### config.mk
export PLATFORM = sky130hd
export DESIGN_NAME = gossip_membership_table
export DESIGN_NICKNAME = d
export VERILOG_FILES = /design/src/gmt_pkg.sv /design/src/gmt_ram.sv /design/src/gossip_membership_table.sv
export SDC_FILE = /design/constraint.sdc
export NUM_CORES = 2
export LEC_CHECK = 0
export BUFFER_PORTS_ARGS = -buffer_cell sky130_fd_sc_hd__clkbuf_2
export CAP_MARGIN = 20
export CORE_MARGIN = 2
export CORE_UTILIZATION = 41
export CTS_CLUSTER_DIAMETER = 150
export CTS_CLUSTER_SIZE = 28
export DETAILED_ROUTE_END_ITERATION = 6
export SLEW_MARGIN = 10
export SYNTH_ARGS = -nofsm -noshare
export SYNTH_HDL_FRONTEND = slang
export SYNTH_SLANG_ARGS = --single-unit
### constraint.sdc
create_clock -name clk -period 17.1 [get_ports clk]
set_input_delay 2.565 -clock clk [delete_from_list [all_inputs] [get_ports clk]]
set_output_delay 2.565 -clock clk [all_outputs]
set_load 0.05 [all_outputs]
### src/gmt_pkg.sv
// ----------------------------------------------------------------------------
// gmt_pkg
// Shared types and constants of the gossip membership table.
// ----------------------------------------------------------------------------
`default_nettype none
package gmt_pkg;

	localparam int unsigned ADDR_W       = 48;
	localparam int unsigned WORD_W       = 32;
	localparam int unsigned TIMEOUT_W    = 16;
	localparam int unsigned PICK_W       = 16;
	localparam int unsigned COUNT_W      = 6;
	localparam int unsigned KIND_W       = 3;
	localparam int unsigned CFG_IDX_W    = 2;
	localparam int unsigned TABLE_DEPTH  = 32;

	// item kinds
	localparam logic [KIND_W-1:0] KIND_GOSSIP     = 3'd0;
	localparam logic [KIND_W-1:0] KIND_JOIN_REQ   = 3'd1;
	localparam logic [KIND_W-1:0] KIND_JOIN_REPLY = 3'd2;
	localparam logic [KIND_W-1:0] KIND_TICK       = 3'd3;
	localparam logic [KIND_W-1:0] KIND_START      = 3'd4;

	// configuration register indexes
	localparam logic [CFG_IDX_W-1:0] CFG_OWN_ADDRESS     = 2'd0;
	localparam logic [CFG_IDX_W-1:0] CFG_FAIL_TIMEOUT    = 2'd1;
	localparam logic [CFG_IDX_W-1:0] CFG_CLEANUP_TIMEOUT = 2'd2;

	localparam logic [TIMEOUT_W-1:0] FAIL_TIMEOUT_RST    = 16'd5;
	localparam logic [TIMEOUT_W-1:0] CLEANUP_TIMEOUT_RST = 16'd20;

	typedef struct packed {
		logic [KIND_W-1:0] kind;
		logic [ADDR_W-1:0] node_address;
		logic [WORD_W-1:0] beat_count;
		logic              failed_flag;
		logic [WORD_W-1:0] now;
		logic [PICK_W-1:0] random_pick;
	} in_t;

	typedef struct packed {
		logic               is_send;
		logic [ADDR_W-1:0]  target_address;
		logic [ADDR_W-1:0]  entry_address;
		logic [WORD_W-1:0]  entry_beats;
		logic               entry_failed;
		logic [WORD_W-1:0]  entry_stamp;
		logic               last;
		logic [COUNT_W-1:0] member_count;
		logic               joined;
		logic               accepted;
	} out_t;

	// one table entry as stored in the memory
	typedef struct packed {
		logic [ADDR_W-1:0] addr;
		logic [WORD_W-1:0] beats;
		logic [WORD_W-1:0] stamp;
		logic              failed;
	} ent_t;

	// result of an item that sends nothing
	function automatic out_t quiet_result(logic [COUNT_W-1:0] count, logic joined,
		logic acc);
		out_t r;
		r              = '0;
		r.last         = 1'b1;
		r.member_count = count;
		r.joined       = joined;
		r.accepted     = acc;
		return r;
	endfunction

endpackage
`default_nettype wire

### src/gmt_ram.sv
// ----------------------------------------------------------------------------
// gmt_ram
// Generic single-write, single-read synchronous RAM with registered read.
// ----------------------------------------------------------------------------
`default_nettype none
module gmt_ram #(
	parameter int unsigned WIDTH = 8,
	parameter int unsigned DEPTH = 32
) (
	input  wire logic                     clk,
	input  wire logic                     we,
	input  wire logic [$clog2(DEPTH)-1:0] waddr,
	input  wire logic [WIDTH-1:0]         wdata,
	input  wire logic                     re,
	input  wire logic [$clog2(DEPTH)-1:0] raddr,
	output logic      [WIDTH-1:0]         rdata
);

	logic [WIDTH-1:0] mem_q [DEPTH];

	// write port
	always_ff @(posedge clk) begin
		if (we) begin
			mem_q[waddr] <= wdata;
		end
	end

	// registered read port
	always_ff @(posedge clk) begin
		if (re) begin
			rdata <= mem_q[raddr];
		end
	end

endmodule
`default_nettype wire

### src/gossip_membership_table.sv
// ----------------------------------------------------------------------------
// gossip_membership_table
// Bounded member table with heartbeat failure detection, held in one RAM.
// ----------------------------------------------------------------------------
// channel | direction | handshake                 | payload
// item    | in        | start && !busy            | item (in_t)
// result  | out       | result_valid, one cycle   | result (out_t)
// config  | in        | cfg_valid && cfg_ready    | cfg_index, cfg_data
//
// Immediate kinds (join reply, start, rejected items) answer straight from
// idle with a registered result. A merge reads and compares each entry
// scanned; a join request reads and sends each entry in turn. A tick runs
// the own heartbeat, cleanup and failure passes, a bit-serial pick modulo,
// the target candidate scan and the send: every step waits on the single
// RAM read port. Reset clears control state; the table needs no clearing
// pass. Results cannot be stalled; config is always ready.
`default_nettype none
module gossip_membership_table #(
	parameter int unsigned TABLE_DEPTH = gmt_pkg::TABLE_DEPTH
) (
	input  wire logic                             clk,
	input  wire logic                             arst_n,
	input  wire logic                             start,
	output logic                                  busy,
	input  wire gmt_pkg::in_t                     item,
	output logic                                  result_valid,
	output gmt_pkg::out_t                         result,
	input  wire logic                             cfg_valid,
	output logic                                  cfg_ready,
	input  wire logic [gmt_pkg::CFG_IDX_W-1:0]    cfg_index,
	input  wire logic [gmt_pkg::ADDR_W-1:0]       cfg_data
);

	localparam int unsigned IW = $clog2(TABLE_DEPTH);
	localparam int unsigned SW = $clog2(TABLE_DEPTH + 1);
	localparam int unsigned EW = $bits(gmt_pkg::ent_t);
	localparam logic [SW-1:0] DEPTH_C = SW'(TABLE_DEPTH);
	localparam logic [SW-1:0] ONE_C   = SW'(1);
	localparam int unsigned PCW = $clog2(gmt_pkg::PICK_W);

	typedef enum logic [14:0] {
		ST_IDLE   = 15'b000000000000001,
		ST_MG_RD  = 15'b000000000000010,
		ST_MG_EX  = 15'b000000000000100,
		ST_OWN_RD = 15'b000000000001000,
		ST_OWN_EX = 15'b000000000010000,
		ST_CL_RD  = 15'b000000000100000,
		ST_CL_EX  = 15'b000000001000000,
		ST_CL_MV  = 15'b000000010000000,
		ST_FL_RD  = 15'b000000100000000,
		ST_FL_EX  = 15'b000001000000000,
		ST_MOD    = 15'b000010000000000,
		ST_TG_RD  = 15'b000100000000000,
		ST_TG_EX  = 15'b001000000000000,
		ST_TX_RD  = 15'b010000000000000,
		ST_TX_EX  = 15'b100000000000000
	} state_t;

	state_t                          state_q;
	gmt_pkg::in_t                    item_q;
	logic [SW-1:0]                   size_q;
	logic                            joined_q;
	logic [SW-1:0]                   i_q;
	logic [SW-1:0]                   n_q;
	logic [SW-1:0]                   idx_q;
	logic [SW-1:0]                   nfail_q;
	logic [SW-1:0]                   rem_q;
	logic [PCW-1:0]                  bit_q;
	logic [gmt_pkg::ADDR_W-1:0]      target_q;
	logic [gmt_pkg::ADDR_W-1:0]      own_q;
	logic [gmt_pkg::TIMEOUT_W-1:0]   fail_to_q;
	logic [gmt_pkg::TIMEOUT_W-1:0]   clean_to_q;
	logic                            res_valid_q;
	gmt_pkg::out_t                   res_q;

	logic                            ram_we;
	logic [IW-1:0]                   ram_waddr;
	gmt_pkg::ent_t                   ram_wdata;
	logic                            ram_re;
	logic [IW-1:0]                   ram_raddr;
	logic [EW-1:0]                   ram_rbits;
	gmt_pkg::ent_t                   rd;

	logic                            accept;
	logic [gmt_pkg::WORD_W-1:0]      age;
	logic                            age_clean;
	logic                            age_fail;
	logic [SW:0]                     rem_try;
	logic                            room;

	assign busy         = (state_q != ST_IDLE);
	assign accept       = start && !busy;
	assign cfg_ready    = 1'b1;
	assign result_valid = res_valid_q;
	assign result       = res_q;
	assign rd           = gmt_pkg::ent_t'(ram_rbits);
	assign room         = (size_q < DEPTH_C);

	// age of the entry just read
	assign age       = item_q.now - rd.stamp;
	assign age_clean = (age >= {16'd0, clean_to_q});
	assign age_fail  = (age >= {16'd0, fail_to_q});

	// one restoring step of pick modulo size
	always_comb begin
		rem_try = {rem_q, item_q.random_pick[gmt_pkg::PICK_W - 1 - 32'(bit_q)]};
		if (rem_try >= {1'b0, size_q}) begin
			rem_try = rem_try - {1'b0, size_q};
		end
	end

	// memory port control
	always_comb begin
		ram_we    = 1'b0;
		ram_waddr = size_q[IW-1:0];
		ram_wdata = '0;
		ram_re    = 1'b0;
		ram_raddr = i_q[IW-1:0];
		case (state_q)
			ST_IDLE: begin
				ram_wdata.addr  = item.node_address;
				ram_wdata.beats = 32'd1;
				ram_wdata.stamp = item.now;
				if (accept && room) begin
					if (item.kind == gmt_pkg::KIND_JOIN_REPLY && item.node_address != '0)
					begin
						ram_we           = 1'b1;
						ram_wdata.beats  = item.beat_count;
						ram_wdata.failed = item.failed_flag;
					end else if (item.kind == gmt_pkg::KIND_START && !joined_q) begin
						ram_we         = 1'b1;
						ram_wdata.addr = own_q;
					end else if (item.kind == gmt_pkg::KIND_JOIN_REQ && joined_q &&
						item.node_address != '0) begin
						ram_we = 1'b1;
					end
				end
			end
			ST_MG_RD: begin
				ram_wdata.addr  = item_q.node_address;
				ram_wdata.beats = item_q.beat_count;
				ram_wdata.stamp = item_q.now;
				if (i_q >= size_q) begin
					ram_we = room;
				end else begin
					ram_re = 1'b1;
				end
			end
			ST_MG_EX: begin
				ram_waddr       = i_q[IW-1:0];
				ram_wdata.addr  = rd.addr;
				ram_wdata.beats = item_q.beat_count;
				ram_wdata.stamp = item_q.now;
				ram_we = (rd.addr == item_q.node_address) && (rd.beats < item_q.beat_count);
			end
			ST_OWN_RD, ST_CL_RD, ST_FL_RD, ST_TX_RD: begin
				ram_re = (i_q < size_q);
			end
			ST_OWN_EX: begin
				ram_waddr       = i_q[IW-1:0];
				ram_wdata       = rd;
				ram_wdata.beats = rd.beats + 32'd1;
				ram_wdata.stamp = item_q.now;
				ram_we          = (rd.addr == own_q);
			end
			ST_CL_EX: begin
				ram_raddr = IW'(size_q - ONE_C);
				ram_re    = rd.failed && age_clean;
			end
			ST_CL_MV: begin
				ram_waddr = i_q[IW-1:0];
				ram_wdata = rd;
				ram_we    = 1'b1;
			end
			ST_FL_EX: begin
				ram_waddr        = i_q[IW-1:0];
				ram_wdata        = rd;
				ram_wdata.failed = 1'b1;
				ram_we           = age_fail && !rd.failed;
			end
			ST_TG_RD: begin
				ram_raddr = idx_q[IW-1:0];
				ram_re    = (n_q < size_q);
			end
			default: begin
			end
		endcase
	end

	gmt_ram #(
		.WIDTH (EW),
		.DEPTH (TABLE_DEPTH)
	) u_ram (
		.clk   (clk),
		.we    (ram_we),
		.waddr (ram_waddr),
		.wdata (EW'(ram_wdata)),
		.re    (ram_re),
		.raddr (ram_raddr),
		.rdata (ram_rbits)
	);

	// configuration registers
	always_ff @(posedge clk or negedge arst_n) begin
		if (!arst_n) begin
			own_q      <= '0;
			fail_to_q  <= gmt_pkg::FAIL_TIMEOUT_RST;
			clean_to_q <= gmt_pkg::CLEANUP_TIMEOUT_RST;
		end else if (cfg_valid && cfg_ready) begin
			case (cfg_index)
				gmt_pkg::CFG_OWN_ADDRESS:     own_q      <= cfg_data;
				gmt_pkg::CFG_FAIL_TIMEOUT:    fail_to_q  <= cfg_data[gmt_pkg::TIMEOUT_W-1:0];
				gmt_pkg::CFG_CLEANUP_TIMEOUT: clean_to_q <= cfg_data[gmt_pkg::TIMEOUT_W-1:0];
				default: begin
				end
			endcase
		end
	end

	// item payload capture
	always_ff @(posedge clk) begin
		if (accept) begin
			item_q <= item;
		end
	end

	// sequencer
	always_ff @(posedge clk or negedge arst_n) begin
		if (!arst_n) begin
			state_q     <= ST_IDLE;
			size_q      <= '0;
			joined_q    <= 1'b0;
			i_q         <= '0;
			n_q         <= '0;
			idx_q       <= '0;
			nfail_q     <= '0;
			rem_q       <= '0;
			bit_q       <= '0;
			target_q    <= '0;
			res_valid_q <= 1'b0;
			res_q       <= '0;
		end else begin
			res_valid_q <= 1'b0;
			case (state_q)
				ST_IDLE: begin
					i_q <= '0;
					if (accept) begin
						if (item.kind == gmt_pkg::KIND_JOIN_REPLY) begin
							joined_q    <= 1'b1;
							res_valid_q <= 1'b1;
							if (item.node_address == '0) begin
								res_q <= gmt_pkg::quiet_result(
									gmt_pkg::COUNT_W'(size_q), 1'b1, 1'b1);
							end else begin
								if (room) size_q <= size_q + ONE_C;
								res_q <= gmt_pkg::quiet_result(
									gmt_pkg::COUNT_W'(room ? size_q + ONE_C : size_q),
									1'b1, room);
							end
						end else if (item.kind == gmt_pkg::KIND_START) begin
							res_valid_q <= 1'b1;
							if (!joined_q && room) begin
								size_q   <= size_q + ONE_C;
								joined_q <= 1'b1;
								res_q    <= gmt_pkg::quiet_result(
									gmt_pkg::COUNT_W'(size_q + ONE_C), 1'b1, 1'b1);
							end else begin
								res_q <= gmt_pkg::quiet_result(
									gmt_pkg::COUNT_W'(size_q), joined_q, 1'b0);
							end
						end else if (joined_q && item.kind == gmt_pkg::KIND_GOSSIP &&
							item.node_address != '0 && item.node_address != own_q &&
							!item.failed_flag) begin
							state_q <= ST_MG_RD;
						end else if (joined_q && item.kind == gmt_pkg::KIND_JOIN_REQ &&
							item.node_address != '0 && room) begin
							size_q   <= size_q + ONE_C;
							target_q <= item.node_address;
							state_q  <= ST_TX_RD;
						end else if (joined_q && item.kind == gmt_pkg::KIND_TICK) begin
							state_q <= ST_OWN_RD;
						end else begin
							res_valid_q <= 1'b1;
							res_q <= gmt_pkg::quiet_result(
								gmt_pkg::COUNT_W'(size_q), joined_q, 1'b0);
						end
					end
				end
				// merge: find the address and refresh it on a higher beat count, else append if there is room
				ST_MG_RD: begin
					if (i_q >= size_q) begin
						if (room) size_q <= size_q + ONE_C;
						res_valid_q <= 1'b1;
						res_q <= gmt_pkg::quiet_result(
							gmt_pkg::COUNT_W'(room ? size_q + ONE_C : size_q), 1'b1, room);
						state_q <= ST_IDLE;
					end else begin
						state_q <= ST_MG_EX;
					end
				end
				ST_MG_EX: begin
					if (rd.addr == item_q.node_address) begin
						res_valid_q <= 1'b1;
						res_q <= gmt_pkg::quiet_result(
							gmt_pkg::COUNT_W'(size_q), 1'b1, 1'b1);
						state_q <= ST_IDLE;
					end else begin
						i_q     <= i_q + ONE_C;
						state_q <= ST_MG_RD;
					end
				end
				// tick: own heartbeat
				ST_OWN_RD: begin
					if (i_q >= size_q) begin
						i_q     <= '0;
						state_q <= ST_CL_RD;
					end else begin
						state_q <= ST_OWN_EX;
					end
				end
				ST_OWN_EX: begin
					if (rd.addr == own_q) begin
						i_q     <= '0;
						state_q <= ST_CL_RD;
					end else begin
						i_q     <= i_q + ONE_C;
						state_q <= ST_OWN_RD;
					end
				end
				// tick: remove expired failed entries by swap with last
				ST_CL_RD: begin
					if (i_q >= size_q) begin
						i_q     <= '0;
						nfail_q <= '0;
						state_q <= ST_FL_RD;
					end else begin
						state_q <= ST_CL_EX;
					end
				end
				ST_CL_EX: begin
					if (rd.failed && age_clean) begin
						state_q <= ST_CL_MV;
					end else begin
						i_q     <= i_q + ONE_C;
						state_q <= ST_CL_RD;
					end
				end
				ST_CL_MV: begin
					size_q  <= size_q - ONE_C;
					state_q <= ST_CL_RD;
				end
				// tick: mark stale entries and count failures
				ST_FL_RD: begin
					if (i_q >= size_q) begin
						if (size_q > ONE_C && nfail_q < size_q - ONE_C) begin
							rem_q   <= '0;
							bit_q   <= '0;
							state_q <= ST_MOD;
						end else begin
							res_valid_q <= 1'b1;
							res_q <= gmt_pkg::quiet_result(
								gmt_pkg::COUNT_W'(size_q), 1'b1, 1'b1);
							state_q <= ST_IDLE;
						end
					end else begin
						state_q <= ST_FL_EX;
					end
				end
				ST_FL_EX: begin
					if (rd.failed || age_fail) nfail_q <= nfail_q + ONE_C;
					i_q     <= i_q + ONE_C;
					state_q <= ST_FL_RD;
				end
				// tick: pick modulo size, one bit a cycle
				ST_MOD: begin
					rem_q <= rem_try[SW-1:0];
					bit_q <= bit_q + PCW'(1);
					if (bit_q == PCW'(gmt_pkg::PICK_W - 1)) begin
						idx_q   <= rem_try[SW-1:0];
						n_q     <= '0;
						state_q <= ST_TG_RD;
					end
				end
				// tick: forward scan for a gossip target
				ST_TG_RD: begin
					if (n_q >= size_q) begin
						res_valid_q <= 1'b1;
						res_q <= gmt_pkg::quiet_result(
							gmt_pkg::COUNT_W'(size_q), 1'b1, 1'b1);
						state_q <= ST_IDLE;
					end else begin
						state_q <= ST_TG_EX;
					end
				end
				ST_TG_EX: begin
					if (rd.addr != own_q && !rd.failed) begin
						target_q <= rd.addr;
						i_q      <= '0;
						state_q  <= ST_TX_RD;
					end else begin
						n_q     <= n_q + ONE_C;
						idx_q   <= (idx_q + ONE_C == size_q) ? '0 : idx_q + ONE_C;
						state_q <= ST_TG_RD;
					end
				end
				// send the whole table
				ST_TX_RD: begin
					state_q <= ST_TX_EX;
				end
				ST_TX_EX: begin
					res_valid_q          <= 1'b1;
					res_q.is_send        <= 1'b1;
					res_q.target_address <= target_q;
					res_q.entry_address  <= rd.addr;
					res_q.entry_beats    <= rd.beats;
					res_q.entry_failed   <= rd.failed;
					res_q.entry_stamp    <= rd.stamp;
					res_q.last           <= (i_q + ONE_C == size_q);
					res_q.member_count   <= gmt_pkg::COUNT_W'(size_q);
					res_q.joined         <= joined_q;
					res_q.accepted       <= 1'b1;
					if (i_q + ONE_C == size_q) begin
						state_q <= ST_IDLE;
					end else begin
						i_q     <= i_q + ONE_C;
						state_q <= ST_TX_RD;
					end
				end
				default: begin
					state_q <= ST_IDLE;
				end
			endcase
		end
	end

	// checks
	a_size_bound: assert property (@(posedge clk) disable iff (!arst_n)
		size_q <= DEPTH_C)
		else $error("table size beyond depth");

	a_send_joined: assert property (@(posedge clk) disable iff (!arst_n)
		result_valid && result.is_send |-> result.joined && result.accepted)
		else $error("table sent while not joined");

	a_tx_index: assert property (@(posedge clk) disable iff (!arst_n)
		state_q == ST_TX_EX |-> i_q < size_q)
		else $error("send index past table end");

	a_idle_after_last: assert property (@(posedge clk) disable iff (!arst_n)
		result_valid && result.last |-> !busy)
		else $error("last result while still busy");

endmodule
`default_nettype wire
==> impl_metrics.tcl <==
set metrics [dict create \
    fin_skew_ns 0.08550 \
    cts_buffers 172 \
    synthFlopType "edfxtp_1" \
    path_class "register to register" \
    reg2regPathDepth 14 \
    start_util_pct 41.21 \
    root_buffer "clkbuf_16" \
    min_from "target_q[35]$_DFFE_PN0P_" \
    gp_congestion 0.8664 \
    finalPower_mw 20.27 \
    clock_latency_ns 0.98 \
    ys_async_sr_fraction_pct 8.450 \
    die_area_sq_um 417500 \
    yosysTopAreaCell "edfxtp_1" \
    path_cells "or4_4 -> or4_1 -> nor2_1 -> nand3_1 -> nor2_2 -> o211ai_1 -> a211oi_2 -> buf_6 -> a31oi_1 -> o21a_2 -> nor3_2 -> buf_4 -> buf_4 -> buf_4" \
    wl_per_cell_um 33.70 \
    wl_met2_mm 242.5 \
    cts_buffer_depth 4 \
    fin_setup_tns_ns 0 \
    htreeDepth 4 \
    slew-limit-headroom_pct 13.39 \
    worstPathArrival_ns 8.30 \
    grt_pass1_vias 93010 \
    nNetsFinal 10320 \
    place_area_sq_um 178300 \
    cts_hold_buf 0 \
    final_area_sq_um 183700 \
    seq_area_frac_synth_pct 73.79 \
    cts.reportedPaths.clkPinSlew_ns 0.12 \
    ir_drop_v 0.00008424 \
    drc_errors 3 \
    rsz0062_at_grt "no" \
    drt_first_iter_violations 13800 \
    synth.distinct_cells 85 \
    fin_crit_sh_pct 45.32 \
    grt_max_degree 133 \
    grt_use_total_pct 24.66 \
    reg2reg_to "u_ram.mem_q[13][63]$_DFFE_PP_" \
    vias 95550 \
    setup_slack_ns 9.351 \
    cp-start-kind "register" \
    area_growth_syn_to_layout_pct 8.667 \
    min_path_type "register to register" \
    clock_sinks 4213 \
    drive_gt1_share_pct 17.59 \
    rows 235 \
    cp.required_ns 17.65 \
    r2r-start "state_q[6]$_DFFE_PN0P_" \
    m1WireLength_mm 215.2 \
    holdWs_ns 0.4945 \
    topRoutingLayerUsed "met5" \
    grt-ovfl-total 0 \
    synthTopCellsByArea "edfxtp_1, mux4_2, dfrtp_1" \
    cpMostUsedCell "buf_4" \
    wl_mm 525.8 \
    cts_tree "built" \
    drtAntennaViolNets 0 \
    slew_violations 0 \
    die_h_um 646.1 \
    min_to "target_q[35]$_DFFE_PN0P_" \
    synth_edf_count 3857 \
    pre_cts_slack_ns 8.660 \
    cp_max_fo 43 \
    cp_slowest_cell "nor2_2" \
    ff2ff_setup_slack_ns 9.35 \
    max_freq_mhz 129.0 \
    powerDensity_nw_per_um2 110.4 \
    syn_area_per_cell_sq_um 17.36 \
    dr.pass1.iters 7 \
    ys_warn_count 0 \
    setup_violations 0 \
    synth_seq_cells 4213 \
    cts-resized-gates 0 \
    worst_pin_slew_ns 1.299 \
    die_x_um 646.1 \
    critPathMaxStageDelay_ns 0.86 \
    cp-end-kind "register" \
    io_buffers 358 \
    grt_pass1_wl_mm 731.5 \
    syn_area_sq_um 169100 \
    antenna_found_initial 57 \
    p_leak_nw 60.75 \
    core-area_sq_um 410200 \
    final.min_clock_period_ns 7.749 \
    dp_hpwl_mm 306.5 \
    min_delay_path_depth 2 \
    dr_wl_met3_mm 50.58 \
    synth_top_area_share_pct 68.51 \
    syn_inst 9739 \
    num_io_pins 360 \
    violations "DRC" \
    synth_nets 10050 \
    post_cts_buffers 0 \
    run_status "complete, but fails checks" \
    vias_per_cell 6.123 \
    maxCapViolCount 0 \
    finalHoldViolations 0 \
]
-- final cells by class --
| type | instances | area (sq um) |
|---|---|---|
| timing repair buffer | 642 | 4628 |
| fill | 35180 | 226500 |
| sequential | 4213 | 124700 |
| inverter | 157 | 599.3 |
| clock inverter | 6 | 75.07 |
| tap | 5451 | 6820 |
| clock buffer | 282 | 4823 |
| multi-input combinational | 4822 | 41940 |
| antenna | 32 | 80.08 |
-- cells by family (layout without fill, tap and decap cells) --
logic type / Yosys count / after routing / share of synthesized area, %
mux: 1015 / 1015 / 11.45
other cells: 1 / 33 / 0.002218
xor+xnor: 214 / 214 / 1.109
simple gates: 2436 / 2436 / 6.466
buf+inv: 704 / 1087 / 1.823
compound gates: 1027 / 1027 / 4.404
flops: 4213 / 4213 / 73.79
fa+ha+maj: 129 / 129 / 0.9636
-- cell usage in the layout (no fill, tap or decap), drive strengths merged, types with 9 or more instances in the layout --
cell type  synthesis  final
o21a              15     15
nor2b             22     22
a21oi            130    130
a32oi             86     86
a22oi             56     56
nand2           1393   1393
a211oi            29     29
mux4             726    726
nand2b            17     17
clkbuf           321    639
o221ai            14     14
and2              14     14
o21ai            211    211
a31oi             73     73
mux2i            202    202
nand4             81     81
a21o              37     37
mux2              87     87
a222oi            44     44
nand3            422    422
diode              0     32
nand3b            15     15
or4               12     12
inv              155    159
nor4              54     54
xnor2             90     90
a221o             17     17
a22o             133    133
nor2             142    142
buf              226    285
xor2             124    124
edfxtp          3857   3857
dfrtp            351    351
o2111ai          112    112
ha               127    127
and3             159    159
nor3              68     68
o211ai             9      9
-- sequential cells by signal (all words and copies together), names as in the netlist, 15 cells and up --
| signal | cells |
|---|---|
| result | 171 |
| u_ram.rdata | 113 |
| target_q | 48 |
| own_q | 48 |
| state_q | 15 |
| fail_to_q | 16 |
| clean_to_q | 16 |
| item_q | 128 |
| u_ram.mem_q | 3616 |
-- cell usage after synthesis, drive strengths merged, types with 112 or more instances --
library cell	number
mux2i	202
nor2	142
ha	127
o2111ai	112
clkbuf	321
buf	226
dfrtp	351
a22o	133
nand3	422
and3	159
a21oi	130
o21ai	211
nand2	1393
xor2	124
inv	155
edfxtp	3857
mux4	726
-- worst max path at each step --
stage | start | to | slack [ns] | cells past startpoint
2_1_floorplan | start | u_ram.mem_q[16][0]$_DFFE_PP_ | 2.80 | 8
3_3_place_gp | state_q[6]$_DFFE_PN0P_ | u_ram.mem_q[30][20]$_DFFE_PP_ | 7.60 | 13
3_5_place_dp | item[116] | u_ram.mem_q[30][12]$_DFFE_PP_ | 8.66 | 15
4_1_cts | state_q[6]$_DFFE_PN0P_ | u_ram.mem_q[30][18]$_DFFE_PP_ | 9.40 | 14
5_1_grt | state_q[6]$_DFFE_PN0P_ | u_ram.mem_q[13][83]$_DFFE_PP_ | 9.11 | 14
6_report | state_q[6]$_DFFE_PN0P_ | u_ram.mem_q[13][63]$_DFFE_PP_ | 9.35 | 14
-- routing by layer --
metal / global-route usage (%) / up-vias
met2: 38.57 / 5044
met3: 4.544 / 638
met5: 0 / -
li1: - / 38830
met1: 35.33 / 51010
met4: 7.263 / 26
-- where the power goes --
| part | internal [mW] | total [mW] | switching, mW | leakage [nW] |
|---|---|---|---|---|
| Combinational | 0.737 | 2.75 | 2.02 | 19.0 |
| Clock | 1.97 | 5.10 | 3.13 | 2.34 |
| Sequential | 12.2 | 12.4 | 0.239 | 39.4 |
-- metrics by stage --
step | util [%] | instances
2_1_floorplan | - | 9739
3_3_place_gp | 43.42 | 15250
3_5_place_dp | 43.47 | 15260
4_1_cts | 44.66 | 15550
5_1_grt | 44.78 | 15590
6_report | 44.79 | 15610
-- critical path, delay by kind of cell (launching register included) --
kind,cells,cell delay (ns)
AOI/OAI and AO/OA,4,1.34
buffers and inverters,4,2.37
and+or+nand+nor,6,2.93
DFF,1,0.49
(Power assumes the default switching activity.)
